### config.mk
export PLATFORM = sky130hd
export DESIGN_NAME = beat_rate_averager_core
export DESIGN_NICKNAME = d
export VERILOG_FILES = /design/src/hw/rtl/bra_pkg.sv /design/src/hw/rtl/bra_divider.sv /design/src/hw/rtl/bra_datapath.sv /design/src/hw/rtl/bra_ctrl.sv /design/src/hw/rtl/beat_rate_averager_core.sv
export SDC_FILE = /design/constraint.sdc
export NUM_CORES = 2
export LEC_CHECK = 0
export BUFFER_PORTS_ARGS = -buffer_cell sky130_fd_sc_hd__buf_2
export CORE_UTILIZATION = 35
export DETAILED_ROUTE_END_ITERATION = 10
export GPL_TIMING_DRIVEN = 0
export SYNTH_ARGS = -nofsm -noshare
export SYNTH_HDL_FRONTEND = slang
export SYNTH_SLANG_ARGS = --single-unit
export TNS_END_PERCENT = 50
### constraint.sdc
create_clock -name aclk -period 6.9 [get_ports aclk]
set_input_delay 0.69 -clock aclk [delete_from_list [all_inputs] [get_ports aclk]]
set_output_delay 0.69 -clock aclk [all_outputs]
set_load 0.05 [all_outputs]
### src/hw/rtl/bra_pkg.sv
// ============================================================================
// bra_pkg
// shared types and constants for the beat rate averager: register indexes,
// field widths, divider sizing and the controller/datapath interface structs
// ============================================================================
package bra_pkg;

    localparam int IR_W       = 18;
    localparam int TIME_W     = 32;
    localparam int INTERVAL_W = 16;
    localparam int RATE_W     = 8;
    localparam int AVG_W      = 9;
    localparam int CFG_ADDR_W = 2;
    localparam int CFG_DATA_W = 18;
    localparam int PROD_W     = TIME_W + RATE_W;

    localparam int S_TDATA_W  = 56;
    localparam int M_TDATA_W  = 24;
    localparam int M_TUSER_W  = 2;

    // shared serial divider: quotient always fits in a rate
    localparam int DIVIDEND_W = 16;
    localparam int DIVISOR_W  = TIME_W;
    localparam int QUOT_W     = RATE_W;
    localparam int STEP_W     = 3;

    localparam logic [DIVIDEND_W-1:0] RATE_NUM = 16'd60000;

    localparam logic [IR_W-1:0]       IR_THRESHOLD_RST = 18'd50000;
    localparam logic [INTERVAL_W-1:0] MIN_INTERVAL_RST = 16'd500;
    localparam logic [RATE_W-1:0]     MIN_RATE_RST     = 8'd40;
    localparam logic [RATE_W-1:0]     MAX_RATE_RST     = 8'd120;

    localparam logic [AVG_W-1:0]      AVG_EMPTY        = 9'h1FF;

    typedef enum logic [CFG_ADDR_W-1:0] {
        REG_IR_THRESHOLD = 2'd0,
        REG_MIN_INTERVAL = 2'd1,
        REG_MIN_RATE     = 2'd2,
        REG_MAX_RATE     = 2'd3
    } cfg_reg_t;

    typedef struct packed {
        logic load_in;
        logic eval;
        logic mult;
        logic div_start;
        logic div_sel_mean;
        logic store;
        logic save_mean;
        logic out_load;
    } cmd_t;

    typedef struct packed {
        logic hit;
        logic in_range;
        logic div_done;
        logic out_free;
    } status_t;

endpackage

### src/hw/rtl/bra_divider.sv
// ============================================================================
// bra_divider
// restoring divider, one quotient bit per cycle, for quotients known to fit
// in QUOT_W bits
// ============================================================================
module bra_divider (
    input  logic                             aclk,
    input  logic                             aresetn,
    input  logic                             start,
    input  logic [bra_pkg::DIVIDEND_W-1:0]   dividend,
    input  logic [bra_pkg::DIVISOR_W-1:0]    divisor,
    output logic                             done,
    output logic [bra_pkg::QUOT_W-1:0]       quotient
);
    import bra_pkg::*;

    localparam int DV_W = DIVISOR_W + QUOT_W - 1;

    logic [DIVIDEND_W-1:0] rem_reg, rem_next;
    logic [DV_W-1:0]       dv_reg, dv_next;
    logic [QUOT_W-1:0]     q_reg, q_next;
    logic [STEP_W-1:0]     cnt_reg, cnt_next;
    logic                  busy_reg, busy_next;
    logic                  done_reg, done_next;
    logic                  ge;

    assign ge = (dv_reg[DV_W-1:DIVIDEND_W] == '0) && (dv_reg[DIVIDEND_W-1:0] <= rem_reg);

    always_comb begin
        rem_next  = rem_reg;
        dv_next   = dv_reg;
        q_next    = q_reg;
        cnt_next  = cnt_reg;
        busy_next = busy_reg;
        done_next = 1'b0;
        if (start) begin
            rem_next  = dividend;
            dv_next   = {divisor, {(QUOT_W-1){1'b0}}};
            q_next    = '0;
            cnt_next  = '0;
            busy_next = 1'b1;
        end else if (busy_reg) begin
            if (ge) begin
                rem_next = rem_reg - dv_reg[DIVIDEND_W-1:0];
            end
            q_next   = {q_reg[QUOT_W-2:0], ge};
            dv_next  = dv_reg >> 1;
            cnt_next = cnt_reg + 1'b1;
            if (cnt_reg == STEP_W'(QUOT_W-1)) begin
                busy_next = 1'b0;
                done_next = 1'b1;
            end
        end
    end

    always_ff @(posedge aclk) begin
        if (!aresetn) begin
            busy_reg <= 1'b0;
            done_reg <= 1'b0;
            cnt_reg  <= '0;
        end else begin
            busy_reg <= busy_next;
            done_reg <= done_next;
            cnt_reg  <= cnt_next;
        end
        rem_reg <= rem_next;
        dv_reg  <= dv_next;
        q_reg   <= q_next;
    end

    assign done     = done_reg;
    assign quotient = q_reg;

endmodule

### src/hw/rtl/bra_datapath.sv
// ============================================================================
// bra_datapath
// configuration registers, sample capture, beat timing, range products,
// rate ring memory with running sum, shared divider and output register
// ============================================================================
module bra_datapath #(
    parameter int RING_DEPTH = 8
) (
    input  logic                              aclk,
    input  logic                              aresetn,
    input  logic                              cfg_wr_en,
    input  logic [bra_pkg::CFG_ADDR_W-1:0]    cfg_addr,
    input  logic [bra_pkg::CFG_DATA_W-1:0]    cfg_wr_data,
    input  logic [bra_pkg::S_TDATA_W-1:0]     s_tdata,
    input  logic                              s_tuser,
    output logic                              m_tvalid,
    input  logic                              m_tready,
    output logic [bra_pkg::M_TDATA_W-1:0]     m_tdata,
    output logic [bra_pkg::M_TUSER_W-1:0]     m_tuser,
    input  bra_pkg::cmd_t                     cmd,
    output bra_pkg::status_t                  status
);
    import bra_pkg::*;

    localparam int PTR_W = (RING_DEPTH > 1) ? $clog2(RING_DEPTH) : 1;
    localparam int CNT_W = $clog2(RING_DEPTH + 1);
    localparam int SUM_W = RATE_W + CNT_W;

    // configuration
    logic [IR_W-1:0]       ir_thr_reg;
    logic [INTERVAL_W-1:0] min_int_reg;
    logic [RATE_W-1:0]     min_rate_reg;
    logic [RATE_W-1:0]     max_rate_reg;

    // sample and beat state
    logic [IR_W-1:0]       ir_reg;
    logic                  seen_reg;
    logic [TIME_W-1:0]     time_reg;
    logic [TIME_W-1:0]     last_reg;
    logic [TIME_W-1:0]     d_reg;
    logic [TIME_W-1:0]     delta;
    logic [PROD_W-1:0]     prod_lo_reg;
    logic [PROD_W-1:0]     prod_hi_reg;
    logic                  taken_reg;
    logic                  stored_reg;
    logic [RATE_W-1:0]     rate_reg;
    logic [RATE_W-1:0]     mean_reg;

    // ring
    logic [RATE_W-1:0]     ring_mem [RING_DEPTH];
    logic [RATE_W-1:0]     old_reg;
    logic [PTR_W-1:0]      wpos_reg;
    logic [CNT_W-1:0]      fill_reg;
    logic [SUM_W-1:0]      sum_reg, sum_next;
    logic                  ring_full;

    // divider
    logic [DIVIDEND_W-1:0] div_dividend;
    logic [DIVISOR_W-1:0]  div_divisor;
    logic                  div_done;
    logic [QUOT_W-1:0]     div_q;

    // output register
    logic                  out_valid_reg;
    logic [M_TDATA_W-1:0]  out_data_reg;
    logic [M_TUSER_W-1:0]  out_user_reg;
    logic [AVG_W-1:0]      avg_value;

    assign delta     = time_reg - last_reg;
    assign ring_full = (fill_reg == CNT_W'(RING_DEPTH));
    assign sum_next  = sum_reg + SUM_W'(div_q) - (ring_full ? SUM_W'(old_reg) : '0);
    assign avg_value = (fill_reg == '0) ? AVG_EMPTY : {1'b0, mean_reg};

    assign div_dividend = cmd.div_sel_mean ? DIVIDEND_W'(sum_reg) : RATE_NUM;
    assign div_divisor  = cmd.div_sel_mean ? DIVISOR_W'(fill_reg) : d_reg;

    assign status.hit      = seen_reg && (ir_reg > ir_thr_reg)
                             && (delta >= TIME_W'(min_int_reg));
    assign status.in_range = (prod_lo_reg <= PROD_W'(RATE_NUM))
                             && (prod_hi_reg >= PROD_W'(RATE_NUM));
    assign status.div_done = div_done;
    assign status.out_free = !out_valid_reg || m_tready;

    bra_divider u_div (
        .aclk     (aclk),
        .aresetn  (aresetn),
        .start    (cmd.div_start),
        .dividend (div_dividend),
        .divisor  (div_divisor),
        .done     (div_done),
        .quotient (div_q)
    );

    always_ff @(posedge aclk) begin
        if (!aresetn) begin
            ir_thr_reg   <= IR_THRESHOLD_RST;
            min_int_reg  <= MIN_INTERVAL_RST;
            min_rate_reg <= MIN_RATE_RST;
            max_rate_reg <= MAX_RATE_RST;
        end else if (cfg_wr_en) begin
            unique case (cfg_reg_t'(cfg_addr))
                REG_IR_THRESHOLD: ir_thr_reg   <= cfg_wr_data[IR_W-1:0];
                REG_MIN_INTERVAL: min_int_reg  <= cfg_wr_data[INTERVAL_W-1:0];
                REG_MIN_RATE:     min_rate_reg <= cfg_wr_data[RATE_W-1:0];
                REG_MAX_RATE:     max_rate_reg <= cfg_wr_data[RATE_W-1:0];
                default: ;
            endcase
        end
    end

    always_ff @(posedge aclk) begin
        if (!aresetn) begin
            last_reg   <= '0;
            taken_reg  <= 1'b0;
            stored_reg <= 1'b0;
            rate_reg   <= '0;
            mean_reg   <= '0;
            wpos_reg   <= '0;
            fill_reg   <= '0;
            sum_reg    <= '0;
        end else begin
            if (cmd.load_in) begin
                taken_reg  <= 1'b0;
                stored_reg <= 1'b0;
                rate_reg   <= '0;
            end
            if (cmd.eval && status.hit) begin
                taken_reg <= 1'b1;
                last_reg  <= time_reg;
            end
            if (cmd.store) begin
                stored_reg <= 1'b1;
                rate_reg   <= div_q;
                sum_reg    <= sum_next;
                wpos_reg   <= (wpos_reg == PTR_W'(RING_DEPTH - 1)) ? '0 : wpos_reg + 1'b1;
                if (!ring_full) begin
                    fill_reg <= fill_reg + 1'b1;
                end
            end
            if (cmd.save_mean) begin
                mean_reg <= div_q;
            end
        end
    end

    always_ff @(posedge aclk) begin
        if (cmd.load_in) begin
            ir_reg   <= s_tdata[IR_W-1:0];
            seen_reg <= s_tuser;
            time_reg <= s_tdata[IR_W +: TIME_W];
        end
        if (cmd.eval) begin
            d_reg <= delta;
        end
        if (cmd.mult) begin
            prod_lo_reg <= PROD_W'(min_rate_reg) * PROD_W'(d_reg);
            prod_hi_reg <= PROD_W'(max_rate_reg) * PROD_W'(d_reg);
        end
    end

    always_ff @(posedge aclk) begin
        if (cmd.store) begin
            ring_mem[wpos_reg] <= div_q;
        end
        old_reg <= ring_mem[wpos_reg];
    end

    always_ff @(posedge aclk) begin
        if (!aresetn) begin
            out_valid_reg <= 1'b0;
        end else if (cmd.out_load) begin
            out_valid_reg <= 1'b1;
        end else if (m_tready) begin
            out_valid_reg <= 1'b0;
        end
        if (cmd.out_load) begin
            out_data_reg <= {{(M_TDATA_W-AVG_W-RATE_W){1'b0}}, rate_reg, avg_value};
            out_user_reg <= {stored_reg, taken_reg};
        end
    end

    assign m_tvalid = out_valid_reg;
    assign m_tdata  = out_data_reg;
    assign m_tuser  = out_user_reg;

    a_fill_bound: assert property (@(posedge aclk) disable iff (!aresetn)
        fill_reg <= CNT_W'(RING_DEPTH))
        else $error("fill count beyond ring depth");

    a_wpos_bound: assert property (@(posedge aclk) disable iff (!aresetn)
        wpos_reg <= PTR_W'(RING_DEPTH - 1))
        else $error("write position beyond ring");

    a_stored_taken: assert property (@(posedge aclk) disable iff (!aresetn)
        m_tvalid && m_tuser[1] |-> m_tuser[0] && (m_tdata[AVG_W-1:0] != AVG_EMPTY))
        else $error("stored beat without taken beat or with empty average");

    a_sum_bound: assert property (@(posedge aclk) disable iff (!aresetn)
        sum_reg <= SUM_W'(fill_reg) * SUM_W'(255))
        else $error("running sum exceeds filled entries");

endmodule

### src/hw/rtl/bra_ctrl.sv
// ============================================================================
// bra_ctrl
// sequencer for one sample: beat check, range products, rate divide,
// ring update, mean divide and hand-off to the output register
// ============================================================================
module bra_ctrl (
    input  logic                aclk,
    input  logic                aresetn,
    input  logic                s_tvalid,
    output logic                s_tready,
    input  bra_pkg::status_t    status,
    output bra_pkg::cmd_t       cmd
);
    import bra_pkg::*;

    typedef enum logic [3:0] {
        ST_IDLE,
        ST_EVAL,
        ST_MULT,
        ST_RANGE,
        ST_RATE_GO,
        ST_RATE_WAIT,
        ST_STORE,
        ST_MEAN_GO,
        ST_MEAN_WAIT,
        ST_FINISH
    } state_t;

    state_t state_reg, state_next;

    always_comb begin
        state_next = state_reg;
        cmd        = '0;
        unique case (state_reg)
            ST_IDLE: begin
                cmd.load_in = s_tvalid;
                if (s_tvalid) begin
                    state_next = ST_EVAL;
                end
            end
            ST_EVAL: begin
                cmd.eval   = 1'b1;
                state_next = status.hit ? ST_MULT : ST_FINISH;
            end
            ST_MULT: begin
                cmd.mult   = 1'b1;
                state_next = ST_RANGE;
            end
            ST_RANGE: begin
                state_next = status.in_range ? ST_RATE_GO : ST_FINISH;
            end
            ST_RATE_GO: begin
                cmd.div_start = 1'b1;
                state_next    = ST_RATE_WAIT;
            end
            ST_RATE_WAIT: begin
                if (status.div_done) begin
                    state_next = ST_STORE;
                end
            end
            ST_STORE: begin
                cmd.store  = 1'b1;
                state_next = ST_MEAN_GO;
            end
            ST_MEAN_GO: begin
                cmd.div_start    = 1'b1;
                cmd.div_sel_mean = 1'b1;
                state_next       = ST_MEAN_WAIT;
            end
            ST_MEAN_WAIT: begin
                cmd.div_sel_mean = 1'b1;
                cmd.save_mean    = status.div_done;
                if (status.div_done) begin
                    state_next = ST_FINISH;
                end
            end
            ST_FINISH: begin
                cmd.out_load = status.out_free;
                if (status.out_free) begin
                    state_next = ST_IDLE;
                end
            end
            default: state_next = ST_IDLE;
        endcase
    end

    always_ff @(posedge aclk) begin
        if (!aresetn) begin
            state_reg <= ST_IDLE;
        end else begin
            state_reg <= state_next;
        end
    end

    assign s_tready = (state_reg == ST_IDLE);

endmodule

### src/hw/rtl/beat_rate_averager_core.sv
// ============================================================================
// beat_rate_averager_core
// heart-rate moving average over optical samples with external beat flags
//
//   channel   dir  handshake            payload
//   s_        in   s_tvalid/s_tready    tdata: ir_level, time_ms  tuser: beat_seen
//   m_        out  m_tvalid/m_tready    tdata: avg_rate, beat_rate
//                                       tuser: beat_taken, beat_stored
//   cfg_      in   cfg_wr_en            cfg_addr, cfg_wr_data
//
// one request in flight; a sample goes from acceptance back to ready through
// EVAL and FINISH when its beat is not taken, also through MULT and RANGE
// when its rate is out of range, and also through the rate divide, ring store
// and mean divide when it is stored; the stored path makes two passes of the
// shared 8-step serial divider (rate, then mean of the ring)
// reset is synchronous, active low; the ring needs no clearing pass
// a result waits in the output register while the next request is accepted;
// a stalled m_ side only holds the sequencer in its final state
// ============================================================================
module beat_rate_averager_core #(
    parameter int RING_DEPTH = 8
) (
    input  logic                              aclk,
    input  logic                              aresetn,
    input  logic                              cfg_wr_en,
    input  logic [bra_pkg::CFG_ADDR_W-1:0]    cfg_addr,
    input  logic [bra_pkg::CFG_DATA_W-1:0]    cfg_wr_data,
    input  logic                              s_tvalid,
    output logic                              s_tready,
    input  logic [bra_pkg::S_TDATA_W-1:0]     s_tdata,   // ir_level[17:0], time_ms[49:18]
    input  logic                              s_tuser,   // beat_seen
    output logic                              m_tvalid,
    input  logic                              m_tready,
    output logic [bra_pkg::M_TDATA_W-1:0]     m_tdata,   // avg_rate[8:0], beat_rate[16:9]
    output logic [bra_pkg::M_TUSER_W-1:0]     m_tuser    // beat_taken[0], beat_stored[1]
);
    import bra_pkg::*;

    cmd_t    cmd;
    status_t status;

    bra_ctrl u_ctrl (
        .aclk     (aclk),
        .aresetn  (aresetn),
        .s_tvalid (s_tvalid),
        .s_tready (s_tready),
        .status   (status),
        .cmd      (cmd)
    );

    bra_datapath #(
        .RING_DEPTH (RING_DEPTH)
    ) u_dp (
        .aclk        (aclk),
        .aresetn     (aresetn),
        .cfg_wr_en   (cfg_wr_en),
        .cfg_addr    (cfg_addr),
        .cfg_wr_data (cfg_wr_data),
        .s_tdata     (s_tdata),
        .s_tuser     (s_tuser),
        .m_tvalid    (m_tvalid),
        .m_tready    (m_tready),
        .m_tdata     (m_tdata),
        .m_tuser     (m_tuser),
        .cmd         (cmd),
        .status      (status)
    );

endmodule
==> metrics.md <==
| Metric | Value |
|---|---|
| Reg2reg path depth | 21 |
| Synth-to-Final Area Change | 11.4% |
| Nets | 4466 |
| Multi-input logic area | roughly 22000 um2 |
| Async S/R FF share, synth | 0% |
| Yosys top cell area share | between 20% and 30% |
| CP Class | flop to flop |
| Arr. time, crit path | ~6.9 ns |
| DR pass1 iterations | 5 |
| Num Clock Sinks | approximately 440 |
| Setup TNS | 0 ns |
| Vias in the first global route | between 20000 and 30000 |
| Postcts setup bufs | 0 |
| Hold EP | u_dp.ir_reg[12] |
| Rows | about 120 |
| First-pass GRT wire length | around 150000 um |
| Post-DP HPWL | approximately 73000 um |
| Final min period | approximately 6.6 ns |
| Max reg flops | between 60 and 70 |
| Vias per cell | 4.89 |
| Max-slew violation count | 0 |
| I/O Buffers | between 90 and 100 |
| RSZ-0062 raised after global routing | false |
| Share of cells above drive strength 1 | under 10% |
| Worst EP required | approximately 7.3 ns |
| Hold_sp | s_tdata[12] |
| PD cells | about 550 nW/um2 |
| Core area | 102000 um2 |
| Mapped Cells | between 3000 and 4000 |
| FF+latch count, synth | around 440 |
| Fin crit share | about 95% |
| WL per Instance | roughly 18 um |
| Worst-Skew Late Latency | about 0.66 ns |
| FMAX | approximately 0.15 GHz |
| Reg2reg setup slack | 0.32 ns |
| Max Cap Viol | 0 |
| Synth top area cells | edfxtp_1 (24%), fa_1 (21%), dfxtp_1 (8.4%) |
| Crit path from | u_dp.d_reg[2] |
| Slowest stage cell on the critical path | edfxtp_1 |
| CTS clk-pin slew, worst paths | 0.06 ns |
| Largest area contributor in the netlist | edfxtp_1 |
| Post-route ant nets | 0 |
| Crit-path max FO | 10 |
| CP Buf/Inv Count | 4 |
| Post-synth EDFFs | roughly 290 |
| Initial core utilization | between 30% and 40% |
| CP top delay family | adder cells |
| Drt drc | 0 |
| Hold Path Class | input pin to flop |
| CTS H-tree lvls | 2 |
| Ports | 110 |
| Synth Cell Area | 36000 um2 |
| Inserted Clock Buffers | 50 |
| Clk root buf | clkbuf_16 |
| CP most frequent cell | fa_1 |
| Relative max-transition margin | just under 20% |
| VDD IR max | ~0.38 mV |
| Worst Hold Depth | 1 |
| Drt first-iter violations | approximately 1600 |
| Placer congestion estimate | approximately 0.87 |
| Hold buffers post-CTS | 0 |
| Die area | about 100000 um2 |
| Largest net degree at the start of global routing | between 40 and 50 |
| Yosys cell types | 70 |
| Critical path launch point type | flop |
| Die Span Y | between 300 and 400 um |
| Register area | ~12000 um2 |
| Final WL | 91900 um |
| CTS tree | built |
| Cells along the critical path | clkbuf_1 > nand2_1 > fa_1 > fa_1 > inv_1 > fa_1 > inv_1 > fa_1 > inv_1 > ha_1 > o21a_1 > o31a_1 > o31a_1 > o2111ai_1 > o2111ai_1 > o211ai_1 > or3_1 > a31oi_1 > a211oi_1 > a21oi_1 > xnor2_1 |
| Syn_area_per_cell | about 9.9 um2 |
| Setup crit end kind | flop |
| Worst slew pin tran | about 1.2 ns |
| Final setup fails | 0 |
| Total GRT Usage | around 18% |
| Remaining Overflow, GRT | 0 |
| Max clock buf depth | 3 |
| Final hold violations | 0 |
| RR Endpoint | u_dp.prod_lo_reg[39] |
| Outcome | complete, no violations |
| Final Skew | ~0.049 ns |
| Die Span X | 323 um |
| Post-layout util | 39.4% |
| Synth warn | 0 |
| Antenna violations before repair | 7 |
| Register area share after synthesis | 32.5% |
| Lkg Pwr | between 15 and 20 nW |
| Post-synth top flop | edfxtp_1 |
| Max incr delay on CP | between 0.6 and 0.7 ns |
| Resize count post-CTS | 0 |
| FF-to-FF Start | u_dp.d_reg[2] |
| Fillers | 10261 |
| Vias | approximately 25000 |
==> synthesized netlist by cell type (96+ instances only) <==
cell and instances:
dfxtp_1 152, inv_1 539, ha_1 219, edfxtp_1 289, fa_1 370, nor2_1 121
a21oi_1 111, and2_1 365, clkbuf_1 145, nand2_1 374, o21ai_0 96
==> cell usage in the layout, fill, tap and decap left out, types with 15 or more instances in the layout <==
cell type | synthesis | routed
ha_1 | 219 | 219
o21ai_0 | 96 | 96
clkbuf_16 | 0 | 51
and2_1 | 365 | 365
o21a_1 | 25 | 25
buf_2 | 2 | 97
xnor2_1 | 64 | 64
a21oi_1 | 111 | 111
dfxtp_1 | 152 | 152
edfxtp_1 | 289 | 289
nand2b_1 | 31 | 31
nand4_1 | 16 | 16
a31oi_1 | 15 | 15
nor2b_1 | 64 | 64
nand3_1 | 50 | 50
nor2_1 | 121 | 121
fa_1 | 370 | 370
and3_1 | 19 | 19
nand2_1 | 374 | 374
nor4_1 | 25 | 24
clkbuf_1 | 145 | 154
or3_1 | 19 | 19
a22o_1 | 30 | 30
o211ai_1 | 23 | 23
a21boi_0 | 58 | 58
inv_1 | 539 | 538
nor3_1 | 51 | 45
mux2i_1 | 63 | 63
xor2_1 | 29 | 29
a21o_1 | 55 | 55
or2_2 | 20 | 20
==> per-stage QoR <==
stage               cells  cell area, um2  total power [mW]  worst slack [ns]  hold slack, ns
floorplan            3635           36000              15.9             0.626           0.408
global placement     5097           38200              19.0             -1.88           0.415
detailed placement   5110           38400              19.2             0.321           0.416
CTS                  5203           40100              22.1             0.273           0.152
global route         5205           40100              24.5           0.00240           0.166
finish               5205           40100              21.9             0.322           0.197
==> final cells by class <==
| type | count | share of cell area (%) |
|---|---|---|
| Buffer | 161 | 1.63 |
| Antenna cell | 1 | 0.00623 |
| Tap cell | 1368 | 4.26 |
| Clock inverter | 31 | 0.916 |
| Sequential cell | 441 | 29.2 |
| Clock buffer | 62 | 3.33 |
| Inverter | 539 | 5.04 |
| Multi-Input combinational cell | 2494 | 54.0 |
| Timing Repair Buffer | 108 | 1.57 |
==> report_power, final <==
| group | switching (mW) | internal (mW) |
|---|---|---|
| logic | 8.48 | 6.47 |
| registers | 0.307 | 3.91 |
| clock network | 1.18 | 1.58 |
==> worst max-delay path by stage <==
stage                      endpoint  depth (start not counted)  slack, ns
6_report       u_dp.prod_lo_reg[39]                         21       0.32
5_1_grt        u_dp.prod_lo_reg[38]                         18      0.002
4_1_cts        u_dp.prod_lo_reg[38]                         18       0.27
3_5_place_dp   u_dp.prod_lo_reg[38]                         18       0.32
3_3_place_gp   u_dp.prod_hi_reg[39]                          2      -1.88
2_1_floorplan  u_dp.prod_hi_reg[10]                          2       0.63
==> routing by layer <==
metal  global-route usage (%)  part of all wire, %  vias up
met5                        0                    0        -
met4                     5.02                  2.5        0
met3                     2.90                  5.2      125
met2                     30.0                   47      572
met1                     24.5                   46    12468
li1                         -                    -    12283
==> cell families (layout without fill, tap and decap cells) <==
family / Yosys count / in the layout / synth area share, %
adder cells (fa/ha/maj): 589 / 589 / 28.2
other: 1 / 8 / 0.0104
flip-flops: 441 / 441 / 32.5
XOR/XNOR: 93 / 93 / 2.26
AO/OA/AOI/OAI: 530 / 530 / 9.94
buffers and inverters: 700 / 901 / 7.44
AND/OR/NAND/NOR: 1198 / 1198 / 17.3
multiplexers: 77 / 77 / 2.38
==> worst register-to-register path: cells and delay by family, from the launching register on <==
| kind | cells | cell delay (ns) |
|---|---|---|
| compound gates | 9 | 2.01 |
| simple gates | 2 | 0.35 |
| xor+xnor | 1 | 0.16 |
| fa+ha+maj | 5 | 2.46 |
| flops | 1 | 0.65 |
| buf+inv | 4 | 0.66 |
(Power assumes the default switching activity.)
